--- src/lzr_pkg.sv ---
// shared types and constants for the lzss ring decompressor
`default_nettype none

package lzr_pkg;

  localparam int RING_DEPTH_DEF = 4096;
  localparam int LONGEST_COPY   = 18;
  localparam int SHORTEST_COPY  = 3;
  localparam int CNT_W          = 24;
  localparam int LEN_W          = 5;
  localparam int APB_AW         = 2;
  localparam int APB_DW         = 32;

  localparam logic [CNT_W-1:0]  LIMIT_RESET      = {CNT_W{1'b1}};
  localparam logic [7:0]        SPACE_BYTE       = 8'h20;
  localparam logic [APB_AW-1:0] REG_OUTPUT_LIMIT = 2'd0;

  typedef enum logic [1:0] {
    PH_FLAG,
    PH_ITEM,
    PH_HIGH
  } phase_t;

  typedef enum logic [1:0] {
    S_IDLE,
    S_LIT,
    S_READ,
    S_COPY
  } ctl_state_t;

  typedef struct packed {
    logic take;
    logic emit_lit;
    logic ring_read;
    logic emit_copy;
    logic refuse;
    logic finish;
  } lzr_cmd_t;

  typedef struct packed {
    logic start_lit;
    logic start_match;
    logic allowed;
    logic slot_free;
    logic copy_last;
  } lzr_status_t;

endpackage

`default_nettype wire

--- src/lzr_ctrl.sv ---
// control state machine: sequences literal emits and match copies
`default_nettype none

module lzr_ctrl import lzr_pkg::*; (
  input  logic        clk,
  input  logic        rst,
  input  logic        in_valid,
  output logic        in_ready,
  input  lzr_status_t st,
  output lzr_cmd_t    cmd
);

  ctl_state_t state, state_next;

  always_ff @(posedge clk) begin
    if (rst) begin
      state <= S_IDLE;
    end else begin
      state <= state_next;
    end
  end

  always_comb begin
    state_next = state;
    unique case (state)
      S_IDLE: begin
        if (in_valid && st.start_lit) begin
          state_next = S_LIT;
        end else if (in_valid && st.start_match) begin
          state_next = S_READ;
        end
      end
      S_LIT: begin
        if (!st.allowed || st.slot_free) begin
          state_next = S_IDLE;
        end
      end
      S_READ: begin
        state_next = S_COPY;
      end
      S_COPY: begin
        if (!st.allowed) begin
          state_next = S_IDLE;
        end else if (st.slot_free) begin
          state_next = st.copy_last ? S_IDLE : S_READ;
        end
      end
      default: state_next = S_IDLE;
    endcase
  end

  always_comb begin
    cmd      = '0;
    in_ready = 1'b0;
    unique case (state)
      S_IDLE: begin
        in_ready = 1'b1;
        cmd.take = in_valid;
      end
      S_LIT: begin
        if (!st.allowed) begin
          cmd.refuse = 1'b1;
          cmd.finish = 1'b1;
        end else if (st.slot_free) begin
          cmd.emit_lit = 1'b1;
          cmd.finish   = 1'b1;
        end
      end
      S_READ: begin
        cmd.ring_read = 1'b1;
      end
      S_COPY: begin
        if (!st.allowed) begin
          cmd.refuse = 1'b1;
          cmd.finish = 1'b1;
        end else if (st.slot_free) begin
          cmd.emit_copy = 1'b1;
          cmd.finish    = st.copy_last;
        end
      end
      default: begin
        cmd      = '0;
        in_ready = 1'b0;
      end
    endcase
  end

  a_emit_needs_room: assert property (@(posedge clk) disable iff (rst)
    (cmd.emit_lit || cmd.emit_copy) |-> (st.allowed && st.slot_free))
    else $error("emit issued without room or past the limit");

  a_copy_after_read: assert property (@(posedge clk) disable iff (rst)
    (state == S_COPY) |-> ($past(state) == S_READ || $past(state) == S_COPY))
    else $error("copy state entered without a ring read");

endmodule

`default_nettype wire

--- config.mk ---
export PLATFORM = sky130hd
export DESIGN_NAME = lzr_ctrl
export DESIGN_NICKNAME = d
export VERILOG_FILES = /design/src/lzr_pkg.sv /design/src/lzr_ctrl.sv
export SDC_FILE = /design/constraint.sdc
export NUM_CORES = 1
export LEC_CHECK = 0
export ABC_AREA = 0
export BUFFER_PORTS_ARGS = -buffer_cell sky130_fd_sc_hd__buf_4
export CORE_AREA = 10 10 47 49
export CTS_CLUSTER_SIZE = 28
export DETAILED_ROUTE_END_ITERATION = 12
export DIE_AREA = 0 0 57 59
export PLACE_DENSITY_LB_ADDON = 0.12
export SYNTH_ARGS = -nofsm -noshare
export SYNTH_HDL_FRONTEND = slang
export SYNTH_SLANG_ARGS = --single-unit
--- constraint.sdc ---
create_clock -name clk -period 1 [get_ports clk]
set_input_delay 0.1 -clock clk [delete_from_list [all_inputs] [get_ports clk]]
set_output_delay 0.1 -clock clk [all_outputs]
set_load 0.1 [all_outputs]
==> flow_summary.json <==
{
  "outcome": "finished with violations",
  "violations": "negative setup slack",
  "crit_path_end_kind": "output pin",
  "cp_slowest_stage_delay_ns": 0.32,
  "worstSetupPathType": "register to output pin",
  "drt-initial-drc-count": 1,
  "timing.fmax_mhz": 844.0,
  "drt.antenna.violating_nets": 0,
  "gp_routability_congestion": 0.6889,
  "first_global_vias": 274,
  "required_ns": 0.90,
  "syn-instance-count": 19,
  "yosysWarningCount": 0,
  "mostFrequentLayoutCell": "sky130_fd_sc_hd__buf_4",
  "synth_largest_type_area_fraction": 0.2735,
  "rsz_0062_raised_after_global_routing": "true",
  "floorplan.die.height_um": 59,
  "wire_length_of_the_first_global_routing_pass_um": 1131,
  "num_antenna_cells": 0,
  "design.die.area_um2": 3363,
  "power.ir.vdd_worst_mv": 0.8550,
  "setup_slack_ns": -0.1848,
  "largest_reg_flops": 2,
  "timing.critical_path.from_type": "register",
  "tritoncts": "built",
  "post-route-drc-count": 0,
  "via_count": 235,
  "cpMaxStageDelayCell": "sky130_fd_sc_hd__dfxtp_2",
  "critical_path.cell_chain": "buf_6 -> nor2_4 -> and2_4 -> buf_12",
  "hold_violations": 0,
  "clock_tree.buffer_depth": 2,
  "core_area_um2": 1401,
  "max_cap_viol_count": 0,
  "mostFrequentLayoutCells": "sky130_fd_sc_hd__buf_4, sky130_fd_sc_hd__buf_12, sky130_fd_sc_hd__nor2_4",
  "globalRouteOverflowTotal": 0,
  "worstSkewPairLatency_ns": 0.23,
  "grt_max_degree": 8,
  "routedWlPerCell_um": 10.97,
  "worst-slew-pin-transition_ns": 0.1830,
  "worst-path-max-fanout": 3,
  "power.static_leakage_nw": 0.2204,
  "final_min_period_over_clock_period": 1.185,
  "tritoncts.num_buffers": 3,
  "hold_class": "primary input to register",
  "power_density_nw_per_um2": 1275,
  "synth.lib_cells_used.distinct": 15,
  "arrival_time_of_the_worst_setup_path_ns": 1.08,
  "syn-mean-instance-area_um2": 7.705,
  "number_of_i_o_pins": 15,
  "timing.final.setup_violations": 7,
  "top_register": "state",
  "post_synth_instance_area_um2": 146.4,
  "largest_registers": "state x2",
  "post-synth-top-area-cell": "sky130_fd_sc_hd__dfxtp_1",
  "io_buffers": 14,
  "cts.clk_slew.worst_paths_ns": 0.03,
  "final-max-slew-violation-count": 0,
  "timing.setup.tns_ns": -0.9642,
  "first_pass_iters": 2,
  "final.min_clock_period_ns": 1.185,
  "antenna_found_initial": 0,
  "ys_ff_latch": 2,
  "std_cell_rows": 14,
  "maxSlewHeadroom": 0.8775,
  "initial_utilization": 0.1045,
  "nNetsFinal": 55,
  "hpwlAfterDp_um": 557,
  "globalRouteTotalUtil": 0.04534,
  "die_width_um": 57,
  "flow.area_growth_from_synthesis_pct": 264.1,
  "vias_per_cell": 3.790,
  "drt-total-wl_um": 680,
  "cts_hold_buf": 0,
  "root_buffer": "sky130_fd_sc_hd__clkbuf_4",
  "ys_top_cells_by_area": "sky130_fd_sc_hd__dfxtp_1, sky130_fd_sc_hd__a221oi_2, sky130_fd_sc_hd__nor2_1, sky130_fd_sc_hd__nor4_2, sky130_fd_sc_hd__a21boi_0",
  "finClkSkew_ns": 0.003276,
  "cts.htree.levels": 1,
  "pre_cts_ws_ns": -0.1420,
  "syn_nets": 27,
  "sequential_share_of_the_synthesized_area": 0.2735,
  "cts.sinks": 2,
  "layout-drive-gt1-share": 0.8913
}
where the power goes:
part | total, mW | switching [mW] | internal [mW]
clock | 0.201 | 0.0526 | 0.149
sequential | 0.100 | 0.0130 | 0.0875
combinational | 0.378 | 0.211 | 0.166
stage by stage:
step / utilization / power [mW] / std cells / hold slack, ns / instance area (um2)
2_1_floorplan: - / 0.2962 / 19 / 0.1570 / 198.9
3_3_place_gp: 0.2580 / 0.3835 / 54 / 0.2678 / 361.6
3_5_place_dp: 0.2580 / 0.3840 / 54 / 0.2677 / 361.6
4_1_cts: 0.3732 / 0.6866 / 62 / 0.02142 / 523.0
5_1_grt: 0.3804 / 0.7213 / 62 / 0.02127 / 533.0
6_report: 0.3804 / 0.6795 / 62 / 0.03059 / 533.0
cell families (layout without fill, tap and decap cells):
family | after synthesis | after routing | share of synthesized area
flops | 2 | 2 | 0.2735
simple gates | 12 | 12 | 0.4701
compound gates | 4 | 4 | 0.2308
buf+inv | 1 | 28 | 0.02562
worst max-delay path: cells and delay by family (launching register included):
family                 cells  cell delay, ns
DFF                        1            0.32
and+or+nand+nor            2            0.26
buffers and inverters      2            0.27
cells in the mapped netlist (all sizes together):
library cell,count
nand2,1
inv,1
a221oi,1
o21ai,1
dfxtp,2
nor2,5
nor2b,1
a31oi,1
a21boi,1
nand2b,1
and2,1
nor4,1
nand3,1
and3,1
area by class of cell:
class	count	area [um2]
Fill cell	154	868.3
Multi-Input combinational cell	16	170.2
Inverter	1	3.754
Sequential cell	2	45.04
Timing Repair Buffer	23	267.8
Tap cell	16	20.02
Clock buffer	4	26.28
repair_timing:
item	CTS	global route
gates resized for setup	26	3
buffers inserted	4	0
hold endpoints to repair	0	0
gates cloned	0	0
pin swaps	5	1
setup endpoints to repair	7	9
routing by layer:
| layer | global-route usage | vias up | part of all wire | wire (um) |
|---|---|---|---|---|
| met3 | 0.04721 | 2 | 0.16 | 109 |
| met1 | 0.04147 | 98 | 0.42 | 287 |
| met4 | 0.03020 | 0 | 0.0088 | 6 |
| met5 | 0 | - | 0 | 0 |
| li1 | - | 121 | - | - |
| met2 | 0.06047 | 14 | 0.41 | 276 |
path summary, 6_finish.rpt:
| check | start | to | slack (ns) | cells past startpoint |
|---|---|---|---|---|
| worst min-delay path | rst | state[0] | 0.03 | 2 |
| worst max-delay path | state[1] | cmd[5] | -0.18 | 4 |
| worst max register to register | state[0] | state[1] | 0.01 | 4 |
| worst min register to register | state[0] | state[0] | 0.62 | 2 |
(Power assumes the default switching activity.)
